$ cat src/rtl/cbe_pkg.sv
// ----------------------------------------------------------------------------
// cbe_pkg
// Shared widths, constants, command codes and types for the cubic Bezier
// easing solver.
// ----------------------------------------------------------------------------
package cbe_pkg;

  localparam int FRAC_BITS = 24;

  localparam int X_W   = FRAC_BITS + 1;   // unsigned Q1.F control x, tolerance
  localparam int Y_W   = FRAC_BITS + 4;   // signed Q3.F control y, result
  localparam int IN_W  = FRAC_BITS + 3;   // signed progress
  localparam int CFG_W = Y_W;
  localparam int S_W   = FRAC_BITS + 5;   // curve parameter, +-8.0
  localparam int COEF_W = FRAC_BITS + 8;  // polynomial coefficients
  localparam int ACC_W = FRAC_BITS + 20;  // polynomial accumulator
  localparam int P_W   = ACC_W + S_W;     // raw product
  localparam int DIV_STEPS = FRAC_BITS + 4;
  localparam int Q_W   = DIV_STEPS;
  localparam int R_W   = ACC_W + 5;
  localparam int SN_W  = S_W + 3;

  localparam longint DERIV_RAW = ((64'd1 << FRAC_BITS) + 64'd500000) / 64'd1000000;
  localparam longint DERIV_FLOOR = (DERIV_RAW > 0) ? DERIV_RAW : 64'd1;

  localparam int NEWTON_STEPS_DEF = 8;
  localparam int BISECT_STEPS_DEF = 25;

  localparam int CFG_IDX_W = 3;

  typedef enum logic [CFG_IDX_W-1:0] {
    REG_CTRL1_X   = 3'd0,
    REG_CTRL1_Y   = 3'd1,
    REG_CTRL2_X   = 3'd2,
    REG_CTRL2_Y   = 3'd3,
    REG_TOLERANCE = 3'd4
  } cfg_idx_e;

  typedef enum logic [3:0] {
    OP_NOP,
    OP_LOAD,
    OP_MUL,
    OP_MUL_HI,
    OP_ADD,
    OP_SAVE_E,
    OP_DIV_INIT,
    OP_DIV_STEP,
    OP_NEWTON_UPD,
    OP_BIS_INIT,
    OP_BIS_UPD,
    OP_OUT
  } op_e;

  typedef enum logic [1:0] {
    MSRC_AX,
    MSRC_AX3,
    MSRC_AY,
    MSRC_ACC
  } msrc_e;

  typedef enum logic [2:0] {
    ASRC_BX,
    ASRC_BX2,
    ASRC_BY,
    ASRC_CX,
    ASRC_CY,
    ASRC_ZERO,
    ASRC_NEG_X
  } asrc_e;

  typedef enum logic [3:0] {
    S_IDLE,
    S_LOAD,
    S_NPOLY,
    S_NCHK,
    S_NDER,
    S_DCHK,
    S_DINIT,
    S_DIV,
    S_NUPD,
    S_BINIT,
    S_BTEST,
    S_BPOLY,
    S_BCHK,
    S_BUPD,
    S_YPOLY,
    S_OUT
  } state_e;

  typedef struct packed {
    op_e   op;
    msrc_e msrc;
    asrc_e asrc;
  } cmd_t;

  typedef struct packed {
    logic err_small;  // |acc| below tolerance
    logic acc_flat;   // |acc| below derivative floor
    logic bracket_ok; // lower bound below upper bound
  } sts_t;

endpackage

$ cat src/rtl/cbe_ctrl.sv
// ----------------------------------------------------------------------------
// cbe_ctrl
// Sequencer for the solver: Newton phase, bisection fallback, final curve
// evaluation. Drives one datapath command per cycle.
// ----------------------------------------------------------------------------
module cbe_ctrl
  import cbe_pkg::*;
#(
  parameter int NEWTON_STEPS = NEWTON_STEPS_DEF,
  parameter int BISECT_STEPS = BISECT_STEPS_DEF
) (
  input  logic clk_i,
  input  logic rst_ni,
  input  logic start_i,
  input  sts_t sts_i,
  output cmd_t cmd_o,
  output logic busy_o,
  output logic done_o
);

  localparam int NIT_W = $clog2(NEWTON_STEPS + 2);
  localparam int BIT_W = $clog2(BISECT_STEPS + 2);
  localparam int DIV_W = $clog2(DIV_STEPS);

  state_e           state_q, state_d;
  logic [3:0]       ph_q, ph_d;
  logic [DIV_W-1:0] div_q, div_d;
  logic [NIT_W-1:0] nit_q, nit_d;
  logic [BIT_W-1:0] bit_q, bit_d;
  logic             done_q, done_d;

  always_ff @(posedge clk_i or negedge rst_ni) begin
    if (!rst_ni) begin
      state_q <= S_IDLE;
      ph_q    <= '0;
      div_q   <= '0;
      nit_q   <= '0;
      bit_q   <= '0;
      done_q  <= 1'b0;
    end else begin
      state_q <= state_d;
      ph_q    <= ph_d;
      div_q   <= div_d;
      nit_q   <= nit_d;
      bit_q   <= bit_d;
      done_q  <= done_d;
    end
  end

  always_comb begin
    state_d = state_q;
    ph_d    = ph_q;
    div_d   = div_q;
    nit_d   = nit_q;
    bit_d   = bit_q;
    done_d  = 1'b0;
    cmd_o   = '{op: OP_NOP, msrc: MSRC_ACC, asrc: ASRC_ZERO};

    // polynomial phases per term: low multiply, high multiply, add
    if (state_q == S_NPOLY || state_q == S_BPOLY || state_q == S_YPOLY ||
        state_q == S_NDER) begin
      case (ph_q) inside
        4'd0, 4'd3, 4'd6: cmd_o.op = OP_MUL;
        4'd1, 4'd4, 4'd7: cmd_o.op = OP_MUL_HI;
        default:          cmd_o.op = OP_ADD;
      endcase
      if (ph_q <= 4'd1) begin
        if (state_q == S_YPOLY) begin
          cmd_o.msrc = MSRC_AY;
        end else if (state_q == S_NDER) begin
          cmd_o.msrc = MSRC_AX3;
        end else begin
          cmd_o.msrc = MSRC_AX;
        end
      end
      case (ph_q)
        4'd2: begin
          if (state_q == S_YPOLY) begin
            cmd_o.asrc = ASRC_BY;
          end else if (state_q == S_NDER) begin
            cmd_o.asrc = ASRC_BX2;
          end else begin
            cmd_o.asrc = ASRC_BX;
          end
        end
        4'd5: cmd_o.asrc = (state_q == S_YPOLY) ? ASRC_CY : ASRC_CX;
        4'd8: cmd_o.asrc = (state_q == S_YPOLY) ? ASRC_ZERO : ASRC_NEG_X;
        default: ;
      endcase
    end

    unique case (state_q)
      S_IDLE: begin
        // capture progress and coefficients at the transfer edge
        if (start_i) begin
          cmd_o.op = OP_LOAD;
          state_d  = S_LOAD;
        end
      end
      S_LOAD: begin
        ph_d     = '0;
        nit_d    = '0;
        state_d  = (NEWTON_STEPS == 0) ? S_BINIT : S_NPOLY;
      end
      S_NPOLY: begin
        ph_d = ph_q + 4'd1;
        if (ph_q == 4'd8) begin
          ph_d    = '0;
          state_d = S_NCHK;
        end
      end
      S_NCHK: begin
        cmd_o.op = OP_SAVE_E;
        state_d  = sts_i.err_small ? S_YPOLY : S_NDER;
      end
      S_NDER: begin
        ph_d = ph_q + 4'd1;
        if (ph_q == 4'd5) begin
          ph_d    = '0;
          state_d = S_DCHK;
        end
      end
      S_DCHK: begin
        // give up on Newton when the slope is too flat
        state_d = sts_i.acc_flat ? S_BINIT : S_DINIT;
      end
      S_DINIT: begin
        cmd_o.op = OP_DIV_INIT;
        div_d    = '0;
        state_d  = S_DIV;
      end
      S_DIV: begin
        cmd_o.op = OP_DIV_STEP;
        div_d    = div_q + DIV_W'(1);
        if (div_q == DIV_W'(DIV_STEPS - 1)) begin
          state_d = S_NUPD;
        end
      end
      S_NUPD: begin
        cmd_o.op = OP_NEWTON_UPD;
        nit_d    = nit_q + NIT_W'(1);
        state_d  = (nit_q == NIT_W'(NEWTON_STEPS - 1)) ? S_BINIT : S_NPOLY;
      end
      S_BINIT: begin
        cmd_o.op = OP_BIS_INIT;
        bit_d    = '0;
        ph_d     = '0;
        state_d  = S_BTEST;
      end
      S_BTEST: begin
        if (bit_q < BIT_W'(BISECT_STEPS) && sts_i.bracket_ok) begin
          state_d = S_BPOLY;
        end else begin
          state_d = S_YPOLY;
        end
      end
      S_BPOLY: begin
        ph_d = ph_q + 4'd1;
        if (ph_q == 4'd8) begin
          ph_d    = '0;
          state_d = S_BCHK;
        end
      end
      S_BCHK: begin
        state_d = sts_i.err_small ? S_YPOLY : S_BUPD;
      end
      S_BUPD: begin
        cmd_o.op = OP_BIS_UPD;
        bit_d    = bit_q + BIT_W'(1);
        state_d  = S_BTEST;
      end
      S_YPOLY: begin
        ph_d = ph_q + 4'd1;
        if (ph_q == 4'd8) begin
          ph_d    = '0;
          state_d = S_OUT;
        end
      end
      S_OUT: begin
        cmd_o.op = OP_OUT;
        done_d   = 1'b1;
        state_d  = S_IDLE;
      end
      default: state_d = S_IDLE;
    endcase
  end

  assign busy_o = (state_q != S_IDLE);
  assign done_o = done_q;

endmodule

$ cat config.mk
export PLATFORM = sky130hd
export DESIGN_NAME = cbe_ctrl
export DESIGN_NICKNAME = d
export VERILOG_FILES = /design/src/rtl/cbe_pkg.sv /design/src/rtl/cbe_ctrl.sv
export SDC_FILE = /design/constraint.sdc
export NUM_CORES = 1
export LEC_CHECK = 0
export BUFFER_PORTS_ARGS = -buffer_cell sky130_fd_sc_hd__buf_2
export CAP_MARGIN = 10
export CORE_MARGIN = 2
export CORE_UTILIZATION = 45
export DETAILED_ROUTE_END_ITERATION = 12
export GPL_TIMING_DRIVEN = 0
export PLACE_DENSITY = 0.64
export SLEW_MARGIN = 20
export SYNTH_ARGS = -nofsm -noshare
export SYNTH_HDL_FRONTEND = slang
export SYNTH_SLANG_ARGS = --single-unit
$ cat constraint.sdc
create_clock -name clk_i -period 3.65 [get_ports clk_i]
set_clock_uncertainty 0.05 [all_clocks]
set_input_delay 0.73 -clock clk_i [delete_from_list [all_inputs] [get_ports clk_i]]
set_output_delay 0.73 -clock clk_i [all_outputs]
set_load 0.02 [all_outputs]
**Yosys cells after proc, flatten, opt, wreduce, memory -nomap -nowiden**

Index checks and enable logic that the tools add are counted.

- Register bits: 23
- Input bits: 6
- Output and inout bits: 11
- Logic and storage cells: 92

- Add/sub/neg operators: 4
- $lt $le $gt $ge: 2
- Eq/ne operators: 31
- Multiplexer cells: 32
- Reductions and logical operators: 17

Operator list:

| operator | number |
|---|---|
| $pmux W4 S15 | 1 |
| $mux W4 | 13 |
| $eq A4 B3 Y1 const B | 9 |
| $eq A4 B4 Y1 const B | 9 |
| $pmux W4 S8 | 1 |
| $pmux W5 S2 | 2 |
| $eq A4 B2 Y1 const B | 4 |
| $pmux W4 S3 | 1 |
| $add A5 B1 Y5 const B | 2 |
| $mux W2 | 5 |
| $mux W3 | 3 |
| $mux W9 | 1 |
| $pmux W3 S3 | 1 |
| $reduce_or A3 Y1 | 3 |
| $add A4 B1 Y4 const B | 2 |
| $eq A4 B1 Y1 const B | 2 |
| $logic_not A4 Y1 | 2 |
| $ne A2 B1 Y1 const B | 4 |
| $pmux W4 S2 | 1 |
| $reduce_and A6 Y1 | 1 |
| $reduce_bool A2 Y1 | 3 |
| $eq A5 B5 Y1 const B | 1 |
| $lt A5 B5 Y1 const B | 1 |
| $le A4 B1 Y1 const B | 1 |
| other kinds (7) | 13 |

**Depth between registers and ports, before layout**

Gate-level depths: netlist of run 1.

- Depth after elaboration: 7
- Depth in mapped cells: 8
- Mapped depth without buffers: 7

**Worst setup path before layout of run 1**

OpenSTA, ideal clock, no wires.

- Path kind: register to output
- Start: register ph_q[0]
- End: output cmd_o[5] (netlist bit)
- Data arrival time: 1901 ps
- Data required time: 2870 ps
- Setup slack: 969 ps
- Stages on the path, launching flop included: 7
- Path buffers: 0
- Cell sequence: dfrtp_1 inv_1 ha_1 or3b_2 a21oi_1 nor4b_1 nor3_1

RTL lines:

| element | RTL line | text |
|---|---|---|
| from (decl) | cbe_ctrl.sv:26 | `logic [3:0] ph_q, ph_d;` |
| from (signal assigned) | cbe_ctrl.sv:42 | `ph_q <= ph_d;` |
| to (decl) | cbe_ctrl.sv:16 | `output cmd_t cmd_o,` |

==> impl_results.md, run 1 <==
- Outcome: finished clean
- Drt total wl: approximately 4700 um
- Hold Path Class: in2async
- Clock power frac: just over 8%
- Final instance area: ~2200 um2
- Reg2Reg Setup Slack: about 1600 ps
- CP startpoint kind: flop
- Clock latency on the worst-skew pair: around 280 ps
- H-tree Lvls: 1
- Seq pwr share: 21.9%
- DR iter-0 viols: between 100 and 150
- Post-CTS setup buffers: 0
- Post-synth ARST share: 100.0%
- Hpwl dp: 3409 um
- Setup TNS: 0 ps
- Root Buffer: clkbuf_8
- Die H: 70.14 um
- P_leak: slightly above 0.9 nW
- FF-to-FF path depth: 7
- Final nets: ~280
- Worst Setup EP: cmd_o[5]
- Yosys reg bits: 23
- Resized Gates After CTS: 0
- Synth area leaders: dfrtp_1 29%, o21ai_0 5.8%, nand2_1 5.7%, a21oi_1 5.1%, ha_1 5.1%
- Fillers: ~430
- Post-synth cell types: between 50 and 60
- Worst endpoint required time: around 2900 ps
- RSZ-0062 raised after global routing: no
- Max Slew Vio Count: 0
- Slew HR: roughly three fifths
- EDFF count, synth: 0
- Die span in x: around 70 um
- GRT Total Usage: ~20%
- Area post-placement: roughly 2100 um2
- DR DRC count: 0
- GPL Wtd Cong: slightly above 0.9
- RR Endpoint: state_q[2]$_DFFE_PN0P_
- Main flop type after synthesis: dfrtp_1
- Mean area per synthesized cell: just over 8 um2
- Net Count, Synth: around 260
- Total of max-cap violations: 0
- P_sw: ~1.1 mW
- Worst-path fanout max: 6
- Final setup vio count: 0
- Logic pwr share: between 60% and 70%
- PnR worst setup slack: approximately 640 ps
- Antenna cells: 0
- Initial antenna violation count: 0
- First-pass GRT wire length: 7817 um
- Ys Warns: 0
- Drt pass-1 iters: 4
- Area share of the largest cell type after synthesis: around 29%
- Post-Syn Area: ~2000 um2
- Routed vias/inst: 5.876
- Sequential fraction of the synthesis area: about 29%
- PortBufs: 16
- Vias: 1845
- CP Cell Sequence: inv_1 -> ha_1 -> or3b_2 -> a21oi_1 -> nor4b_1 -> nor3_1 -> buf_2
- Initial Util: between 40% and 50%
- # hold bufs at CTS: 0
- Largest net degree at the start of global routing: 24
- Vias in the first global route: roughly 1700
- Power Density: between 900 and 1000 nW/um2
- Per-cell routed wire length: roughly 15 um
- Pint: 1.009 mW
- Synthesis-to-finish area growth: 9.727%
- Total Power: around 2.1 mW
- Number of buffers created by CTS: 3
- Sw frac: 51.43%
- Slowest cell on the critical path: or3b_2
- Final Cycle Share: 82.42%
- Most numerous cell in the Yosys netlist: nand2_1
- Hold slack final: ~370 ps
- Total grt overflow: 0
- Hold Fails Final Rpt: 0
- Setup crit end kind: primary output
- Crit-path max cell delay: roughly 460 ps
- Cells after Synth: about 240
- CTS sink count: 23
- Max Clock Freq: between 300 and 400 MHz
- WS Path Type: reg2out
- Start point of the critical path: ph_q[0]$_DFFE_PN0P_
- Worst-Margin Slew: ~600 ps
- Share of cells above drive strength 1: 17.56%
- Period minus WS final: roughly 3000 ps
- Worst R2R Start: ph_q[1]$_DFFE_PN0P_
- Maximum vdd drop: around 0.00043 V
- Critical Path AT: roughly 2200 ps
- CTS tree: done
- Row count: 24
- Num ports: 17
- Die area: roughly 4900 um2
- Post-route ant nets: 0
- Core area: ~4300 um2
- Setup WS pre-CTS: 945.5 ps
- Longest Clk Path Bufs: 2
- Clock slew at reported path FFs: 100 ps
- Commonest cells post-synth: 30 x nand2_1, 23 x dfrtp_1, 23 x o21ai_0
- Cell accounting for the most synthesized area: dfrtp_1
[registers in the layout, summed over array words and instances, names as in the netlist]
register / count
ph_q: 4
state_q: 4
div_q: 5
nit_q: 4
bit_q: 5
done_o: 1
[cells in the final DEF, fill, tap and decap left out, types with 2 or more instances in the layout]
master and instances:
buf_2 24, o21ai_1 2, a21o_1 4, nand3_1 6, nand2_1 30, or3b_2 2
a31oi_1 2, xor2_1 2, mux2i_1 4, nor2_1 17, inv_1 6, and4b_1 2
buf_6 2, o221ai_1 2, a21oi_1 20, nor2b_1 3, a22o_1 2, nand2b_1 9
clkbuf_8 3, nand4_1 2, or3_1 3, xnor2_1 2, nor3_1 11, ha_1 8
nand3b_1 3, a211oi_1 2, o311ai_0 2, o22ai_1 4, o31ai_1 2, o21ai_0 23
dfrtp_1 23, clkbuf_1 5, buf_4 3, o2111ai_1 2
[logic make-up after synthesis]
family / Yosys count / share of synthesized area [%]
mux: 6 / 3.369
fa+ha+maj: 8 / 5.086
buf+inv: 26 / 6.802
xor+xnor: 5 / 2.607
flops: 23 / 29.24
compound gates: 76 / 25.05
simple gates: 98 / 27.85
[power groups by stage]
stage	Sequential [mW]	Clock [mW]	Combinational (mW)
finish	0.455	0.170	1.45
global route	0.470	0.183	1.61
CTS	0.454	0.171	1.44
detailed placement	0.460	0	1.44
global placement	0.458	0	1.43
floorplan	0.441	0	1.12
[worst min-delay path by stage]
stage	cells after the start	slack [ps]	endpoint	from
3_5_place_dp	2	460	nit_q[3]$_DFFE_PN0P_	nit_q[3]$_DFFE_PN0P_
6_report	1	370	bit_q[4]$_DFFE_PN0P_	rst_ni
3_3_place_gp	2	450	div_q[1]$_DFFE_PN0P_	div_q[1]$_DFFE_PN0P_
2_1_floorplan	0	380	bit_q[0]$_DFFE_PN0P_	rst_ni
4_1_cts	1	390	bit_q[4]$_DFFE_PN0P_	rst_ni
5_1_grt	1	410	bit_q[2]$_DFFE_PN0P_	rst_ni
[critical path: cells and delay by family, from the launching register on]
family	cells	cell delay, ps
buffers and inverters	2	320
AO/OA/AOI/OAI	1	200
AND/OR/NAND/NOR	3	760
adder cells (fa/ha/maj)	1	230
flip-flops	1	440
[metal layers]
| metal | part of all wire (%) | GRT usage, % | up-vias |
|---|---|---|---|
| li1 | - | - | 919 |
| met1 | 49 | 28.48 | 865 |
| met2 | 45 | 30.48 | 53 |
| met3 | 4.5 | 2.742 | 8 |
| met4 | 1.3 | 5.128 | 0 |
| met5 | 0 | 0 | - |
[final cells by class]
class                           instances  area [um2]  area share, %
Buffer                                 19       107.6          4.983
Clock buffer                            3       41.29          1.912
Clock inverter                          1       5.005         0.2317
Inverter                                7       26.28          1.217
Multi-Input combinational cell        193        1259          58.29
Sequential cell                        23       575.6          26.65
Tap cell                               52       65.06          3.013
Timing Repair Buffer                   16       80.08          3.708
[stage by stage]
| step | utilization (%) | cells |
|---|---|---|
| 5_1_grt | 50.29 | 314 |
| 6_report | 50.29 | 314 |
| 3_5_place_dp | 49.21 | 310 |
| 4_1_cts | 50.29 | 314 |
| 2_1_floorplan | - | 242 |
| 3_3_place_gp | 49.21 | 310 |
Note: power is estimated with default switching activity, not from simulation.
==> run 2, diff against run 1 <==
--- a/config.mk
+++ b/config.mk
@@ -5,6 +5,7 @@
 export SDC_FILE = /design/constraint.sdc
 export NUM_CORES = 1
 export LEC_CHECK = 0
+export ABC_AREA = 1
 export BUFFER_PORTS_ARGS = -buffer_cell sky130_fd_sc_hd__buf_2
 export CAP_MARGIN = 10
 export CORE_MARGIN = 2
==> constraint.sdc (replaced) <==
create_clock -name clk_i -period 2.8 [get_ports clk_i]
set_clock_uncertainty 0.05 [all_clocks]
set_input_delay 0.56 -clock clk_i [delete_from_list [all_inputs] [get_ports clk_i]]
set_output_delay 0.56 -clock clk_i [all_outputs]
set_load 0.02 [all_outputs]
==> run 2 against run 1 <==
Combinational power shrank 12%. First-iteration DRC count up 8.3%. Sequential power increased by 16%. Critical path depth rose by 2. Clock-buffer cell count grew 1. Setup slack worse by 410 ps. Utilization up 2.7 points. Design area is 8.1% lower. Via count shrank 8.0%.
==> impl_results.md, run 2 <==
- Commonest non-fill, non-tap cells in the layout: 90 x nand2_1, 35 x inv_1, 27 x nor2_1 (was 30 x nand2_1, 24 x buf_2, 23 x o21ai_0, 23 x dfrtp_1, 20 x a21oi_1)
- Antenna cells: 0 (unchanged)
- Number of buffers created by CTS: 3 (unchanged)
- Die area: 4520 um2 (was 4919 um2)
- Period minus WS final: about 2600 ps
- Total Power: 2.011 mW (was 2.077 mW)
- Critical Path AT: 1960 ps (was 2230 ps)
- # hold bufs at CTS: 0 (unchanged)
- Clock latency on the worst-skew pair: 260 ps (was 280 ps)
- Ys Warns: 0 (unchanged)
- Drt total wl: 3971 um (was 4684 um)
- Hold Path Class: in2async (unchanged)
- Clock power frac: 10.5% (was 8.2%)
- Synthesis-to-finish area growth: 10.29% (was 9.727%)
- Max Clock Freq: 389.3 MHz
- Final setup vio count: 0 (unchanged)
- Post-synth ARST share: 100.0% (unchanged)
- Synth area leaders: dfrtp_1 32%, nand2_1 19%, inv_1 7.3%, nand3_1 6.1%, nor2_1 5.6% (was dfrtp_1 29%, o21ai_0 5.8%, nand2_1 5.7%, a21oi_1 5.1%, ha_1 5.1%)
- Die H: 67.23 um (was 70.14 um)
- Worst-Margin Slew: 540.2 ps (was 603.2 ps)
- Most common cell after layout, fill and taps aside: nand2_1 (unchanged)
- DR iter-0 viols: 118 (was 109)
- Synth Area in Simple Gates: 39.01% (was 27.84%)
- Largest regs: bit_q (5), div_q (5) (unchanged)
- First-pass GRT wire length: 7107 um (was 7817 um)
- Core area: 3744 um2 (was 4294 um2)
- Sw frac: 52.50% (was 51.43%)
- Post-Syn Area: 1799 um2 (was 1968 um2)
- Outcome: finished clean (unchanged)
- Longest Clk Path Bufs: 2 (unchanged)
- Synth Area in XOR/XNOR: 1.947% (was 2.606%)
- Power Density: 1013 nW/um2 (was 961.6 nW/um2)
- Layout Utilization: 53.01% (was 50.29%)
- Hold slack final: 216.8 ps (was 368.7 ps)
- Worst path top cell family by delay: simple AND/OR/NAND/NOR gates (unchanged)
- WS Path Type: reg2out (unchanged)
- GPL Wtd Cong: 0.8514 (was 0.9141)
- Num ports: 17 (unchanged)
- P_sw: 1.056 mW (was 1.068 mW)
- Cells after Synth: 272 (was 242)
- Post-synth cell types: 31 (was 57)
- Total grt overflow: 0 (unchanged)
- Commonest cells post-synth: 90 x nand2_1, 35 x inv_1, 27 x nor2_1 (was 30 x nand2_1, 23 x dfrtp_1, 23 x o21ai_0)
- PortBufs: 16 (unchanged)
- Initial antenna violation count: 0 (unchanged)
- CTS tree: done (unchanged)
- CTS sink count: 23 (unchanged)
- Resized Gates After CTS: 0 (unchanged)
- Initial Util: 48.06% (was 45.83%)
- Share of cells above drive strength 1: 15.75% (was 17.56%)
- Logic pwr share: 63.4% (was 69.9%)
- Hold Fails Final Rpt: 0 (unchanged)
- Worst endpoint required time: 2190 ps (was 2870 ps)
- Sequential fraction of the synthesis area: 31.99% (was 29.24%)
- EDFF count, synth: 0 (unchanged)
- Die span in x: 67.23 um (was 70.14 um)
- Final Cycle Share: between 90% and 100%
- GRT Total Usage: 20.13% (was 19.54%)
- Setup crit end kind: primary output (unchanged)
- Vias in the first global route: 1587 (was 1655)
- Mean area per synthesized cell: 6.615 um2 (was 8.133 um2)
- Pint: 955.1 uW (was 1.009 mW)
- CP Cell Sequence: inv_1 -> ha_1 -> or2_2 -> nand2_1 -> nand2_1 -> a21oi_1 -> nand2_1 -> o211ai_1 -> buf_2 (was inv_1 -> ha_1 -> or3b_2 -> a21oi_1 -> nor4b_1 -> nor3_1 -> buf_2)
- Area share of the largest cell type after synthesis: 31.99% (was 29.24%)
- CP startpoint kind: flop (unchanged)
- Row count: 22 (was 24)
- Compound-Gate Fraction of Synth Area: 11.82% (was 25.05%)
- Slew HR: 63.99% (was 59.68%)
- Main combinational cell family by area after synthesis: simple AND/OR/NAND/NOR gates (unchanged)
- Largest net degree at the start of global routing: 24 (unchanged)
- Worst-path fanout max: 6 (unchanged)
- Hpwl dp: 3108 um (was 3409 um)
- DR DRC count: 0 (unchanged)
- Routed vias/inst: 4.994 (was 5.876)
- P_leak: 1.127 nW (was 0.9342 nW)
- Clock slew at reported path FFs: 80 ps (was 100 ps)
- Most numerous cell in the Yosys netlist: nand2_1 (unchanged)
- Seq pwr share: 26.1% (was 21.9%)
- Per-cell routed wire length: 11.68 um (was 14.92 um)
- Total of max-cap violations: 0 (unchanged)
- Crit-path max cell delay: 440 ps (was 460 ps)
- Most frequent CP cell: nand2_1
- Post-Synth Adder-Cell Area: 5.563% (was 5.086%)
- Max Slew Vio Count: 0 (unchanged)
- Crit path buffers/inverters: 2 (unchanged)
- H-tree Lvls: 1 (unchanged)
- Yosys reg bits: 23 (unchanged)
- Final nets: 307 (was 277)
- Main flop type after synthesis: dfrtp_1 (unchanged)
- Multiplexer area fraction after synthesis: 0% (was 3.369%)
- Cell accounting for the most synthesized area: dfrtp_1 (unchanged)
- Post-CTS setup buffers: 0 (unchanged)
- Net Count, Synth: 286 (was 256)
- Setup TNS: 0 ps (unchanged)
- Maximum vdd drop: 0.0004309 V (was 0.0004324 V)
- Post-route ant nets: 0 (unchanged)
- Vias: 1698 (was 1845)
- RSZ-0062 raised after global routing: no (unchanged)
- Slowest cell on the critical path: dfrtp_1 (was or3b_2)
- Root Buffer: clkbuf_8 (unchanged)
- Drt pass-1 iters: 4 (unchanged)
[run 2: logic make-up after synthesis]
group           Yosys count
simple gates            159
flops                    23
fa+ha+maj                 8
xor+xnor                  4
compound gates           33
buf+inv                  45
[run 2: worst paths after layout]
kind	slack, ps	endpoint	from	cells after the start
max	230	cmd_o[5]	ph_q[0]$_DFFE_PN0P_	9
min	220	div_q[0]$_DFFE_PN0P_	rst_ni	1
max reg2reg	1080	state_q[1]$_DFFE_PN0P_	ph_q[0]$_DFFE_PN0P_	9
min reg2reg	420	nit_q[3]$_DFFE_PN0P_	nit_q[3]$_DFFE_PN0P_	1
max in group asynchronous	2120	bit_q[1]$_DFFE_PN0P_	rst_ni	1
min in group clk_i	420	nit_q[3]$_DFFE_PN0P_	nit_q[3]$_DFFE_PN0P_	1
[run 2: stage by stage]
| stage | setup WS (ps) | instances | cell area (um2) |
|---|---|---|---|
| 2_1_floorplan | 676.0 | 272 | 1799 |
| 3_3_place_gp | 535.7 | 336 | 1939 |
| 3_5_place_dp | 537.7 | 336 | 1939 |
| 4_1_cts | 223.2 | 340 | 1984 |
| 5_1_grt | 72.63 | 340 | 1984 |
| 6_report | 231.4 | 340 | 1984 |
[run 2: metal layers]
metal / track usage (%) / wire length, um / part of all wire (%)
met2: 33.29 / 1822 / 46
met4: 5.102 / 21 / 0.53
met5: 0 / 0 / 0
met3: 2.500 / 116 / 2.9
met1: 27.85 / 2010 / 51
[run 2: power by group through the flow]
stage / clock, mW / sequential [mW] / combinational (mW)
global placement: 0 / 0.532 / 1.27
global route: 0.237 / 0.545 / 1.46
finish: 0.211 / 0.526 / 1.27
floorplan: 0 / 0.513 / 0.998
detailed placement: 0 / 0.532 / 1.28
CTS: 0.224 / 0.526 / 1.28
[run 2: cell type report]
type / instances / area, um2
Fill cell: 401 / 1759
Sequential cell: 23 / 575.6
Buffer: 2 / 12.51
Multi-Input combinational cell: 204 / 1050
Timing Repair Buffer: 16 / 80.08
Inverter: 43 / 161.4
Tap cell: 48 / 60.06
Clock buffer: 4 / 45.04
==> run 3, diff against run 2 <==
--- a/config.mk
+++ b/config.mk
@@ -9,10 +9,11 @@
 export BUFFER_PORTS_ARGS = -buffer_cell sky130_fd_sc_hd__buf_2
 export CAP_MARGIN = 10
 export CORE_MARGIN = 2
-export CORE_UTILIZATION = 45
+export CORE_UTILIZATION = 40
+export CTS_BUF_LIST = sky130_fd_sc_hd__clkbuf_4 sky130_fd_sc_hd__clkbuf_8 sky130_fd_sc_hd__clkbuf_16
 export DETAILED_ROUTE_END_ITERATION = 12
-export GPL_TIMING_DRIVEN = 0
-export PLACE_DENSITY = 0.64
+export GPL_TIMING_DRIVEN = 1
+export PLACE_DENSITY = 0.59
 export SLEW_MARGIN = 20
 export SYNTH_ARGS = -nofsm -noshare
 export SYNTH_HDL_FRONTEND = slang
==> run 3 against run 2 <==
Total power hardly changed. Routed wire length is 0.30% lower. Combinational power is 4% lower. Worst hold slack worse by 20 ps. Non-clock buffer count is 2 lower. Sequential share of layout area is 0.055 points higher. Register-to-register slack hardly changed. Die area is 12% higher. Setup slack hardly changed. First-iteration DRC count is 29% lower. Largest cell class unchanged. Highest routed layer unchanged.
==> impl_results.md, run 3 (synthesized netlist as in run 2, its figures left out) <==
- Slowest cell on the critical path: dfrtp_1 (unchanged)
- Maximum vdd drop: 0.0002724 V (was 0.0004309 V)
- Setup crit end kind: primary output (unchanged)
- Core area: 4354 um2 (was 3744 um2)
- Final Cycle Share: 91.74% (was 91.73%)
- Largest regs: bit_q (5), div_q (5) (unchanged)
- Critical Path AT: 1960 ps (about the same)
- Die area: 5050 um2 (was 4520 um2)
- Worst R2R Start: ph_q[0]$_DFFE_PN0P_ (unchanged)
- Hpwl dp: 3144 um (was 3108 um)
- GRT Total Usage: 17.44% (was 20.13%)
- RSZ-0062 raised after global routing: no (unchanged)
- Period minus WS final: 2569 ps (about the same)
- Setup TNS: 0 ps (unchanged)
- CP Cell Sequence: inv_1 -> ha_1 -> or2_2 -> nand2_1 -> nand2_1 -> a21oi_1 -> nand2_1 -> o211ai_1 -> buf_2 (unchanged)
- Per-cell routed wire length: 11.58 um (was 11.68 um)
- Clock latency on the worst-skew pair: 280 ps (was 260 ps)
- Crit-path max cell delay: 440 ps (about the same)
- First-pass GRT wire length: 7148 um (was 7107 um)
- Post-CTS setup buffers: 0 (unchanged)
- PortBufs: 16 (unchanged)
- Initial Util: 41.32% (was 48.06%)
- Slew HR: 64.41% (was 63.99%)
- DR iter-0 viols: 84 (was 118)
- Number of buffers created by CTS: 3 (unchanged)
- Share of cells above drive strength 1: 15.52% (was 15.75%)
- Die H: 71.07 um (was 67.23 um)
- # hold bufs at CTS: 0 (unchanged)
- Worst path top cell family by delay: simple AND/OR/NAND/NOR gates (unchanged)
- CTS sink count: 23 (unchanged)
- Final setup vio count: 0 (unchanged)
- Max Slew Vio Count: 0 (unchanged)
- Most frequent CP cell: nand2_1 (unchanged)
- Total of max-cap violations: 0 (unchanged)
- CTS tree: done (unchanged)
- Longest Clk Path Bufs: 2 (unchanged)
- WS Path Type: reg2out (unchanged)
- Crit path buffers/inverters: 2 (unchanged)
- DR DRC count: 0 (unchanged)
- Worst endpoint required time: 2190 ps (about the same)
- Total grt overflow: 0 (unchanged)
- Final nets: 305 (was 307)
- Setup WS pre-CTS: 532.6 ps (was 537.7 ps)
- CP startpoint kind: flop (unchanged)
- H-tree Lvls: 1 (unchanged)
- GPL Wtd Cong: 0.9463 (was 0.8514)
- Total Power: 2.009 mW (was 2.011 mW)
- Drt pass-1 iters: 6 (was 4)
- P_leak: 1.117 nW (was 1.127 nW)
- Resized Gates After CTS: 0 (unchanged)
- Largest net degree at the start of global routing: 24 (unchanged)
- Die span in x: 71.07 um (was 67.23 um)
- Most common cell after layout, fill and taps aside: nand2_1 (unchanged)
- Max Clock Freq: 389.3 MHz (about the same)
- Worst-path fanout max: 6 (unchanged)
- Initial antenna violation count: 0 (unchanged)
- Clock slew at reported path FFs: 90 ps (was 80 ps)
- Hold slack final: 197.3 ps (was 216.8 ps)
- RR Endpoint: state_q[2]$_DFFE_PN0P_ (was state_q[1]$_DFFE_PN0P_)
- Row count: 24 (was 22)
- Commonest non-fill, non-tap cells in the layout: 90 x nand2_1, 35 x inv_1, 27 x nor2_1 (unchanged)
- PnR worst setup slack: 231.2 ps (was 231.4 ps)
- Vias in the first global route: 1629 (was 1587)
- Root Buffer: clkbuf_8 (unchanged)
- Power Density: 1014 nW/um2 (was 1013 nW/um2)
- Hold Fails Final Rpt: 0 (unchanged)
- Drt total wl: 3959 um (was 3971 um)
- Synthesis-to-finish area growth: 10.08% (was 10.29%)
- Vias: 1706 (was 1698)
- Hold Path Class: in2async (unchanged)
- Routed vias/inst: 4.988 (was 4.994)
- Outcome: finished clean (unchanged)
- Reg2Reg Setup Slack: 1080 ps (about the same)
- Post-route ant nets: 0 (unchanged)
- Worst-Margin Slew: 533.8 ps (was 540.2 ps)
- Num ports: 17 (unchanged)
- FF-to-FF path depth: 9 (unchanged)
- Antenna cells: 0 (unchanged)
## run 3: final cells by class
class	count	area, um2
clock buffer	3	41.29
sequential	23	575.6
fill	457	2374
tap	52	65.06
timing repair buffer	16	80.08
multi-input combinational	204	1050
inverter	43	161.4
clock inverter	1	7.507
## run 3: metal layers
layer / vias to the layer above / track usage (%) / part of all wire [%]
li1: 903 / - / -
met3: 7 / 2.279 / 3.5
met4: 0 / 6.499 / 2.0
met5: - / 0 / 0
met2: 35 / 29.08 / 46
met1: 761 / 23.11 / 49
## run 3: stage by stage
| stage | cell area, um2 | cells | utilization, % |
|---|---|---|---|
| 6_report | 1981 | 342 | 45.49 |
| 5_1_grt | 1981 | 342 | 45.49 |
| 4_1_cts | 1981 | 342 | 45.49 |
| 3_5_place_dp | 1932 | 338 | 44.37 |
| 3_3_place_gp | 1932 | 338 | 44.37 |
| 2_1_floorplan | 1799 | 272 | - |
## run 3: how the worst max path moves through the flow
stage | startpoint | endpoint | slack (ps) | depth (start not counted)
after floorplan | ph_q[0]$_DFFE_PN0P_ | cmd_o[7] | 680 | 6
after global placement | ph_q[0]$_DFFE_PN0P_ | cmd_o[5] | 570 | 9
after detailed placement | ph_q[0]$_DFFE_PN0P_ | cmd_o[5] | 530 | 9
after CTS | ph_q[0]$_DFFE_PN0P_ | cmd_o[5] | 210 | 9
after global routing | ph_q[0]$_DFFE_PN0P_ | cmd_o[5] | 70 | 9
final | ph_q[0]$_DFFE_PN0P_ | cmd_o[5] | 230 | 9
## run 3: where the power goes
part	internal (mW)	total [mW]	leakage [nW]	switching, mW
Clock	0.101	0.228	0.0217	0.127
Combinational	0.415	1.22	0.787	0.808
Sequential	0.427	0.558	0.308	0.131
Total	0.943	2.01	1.12	1.07
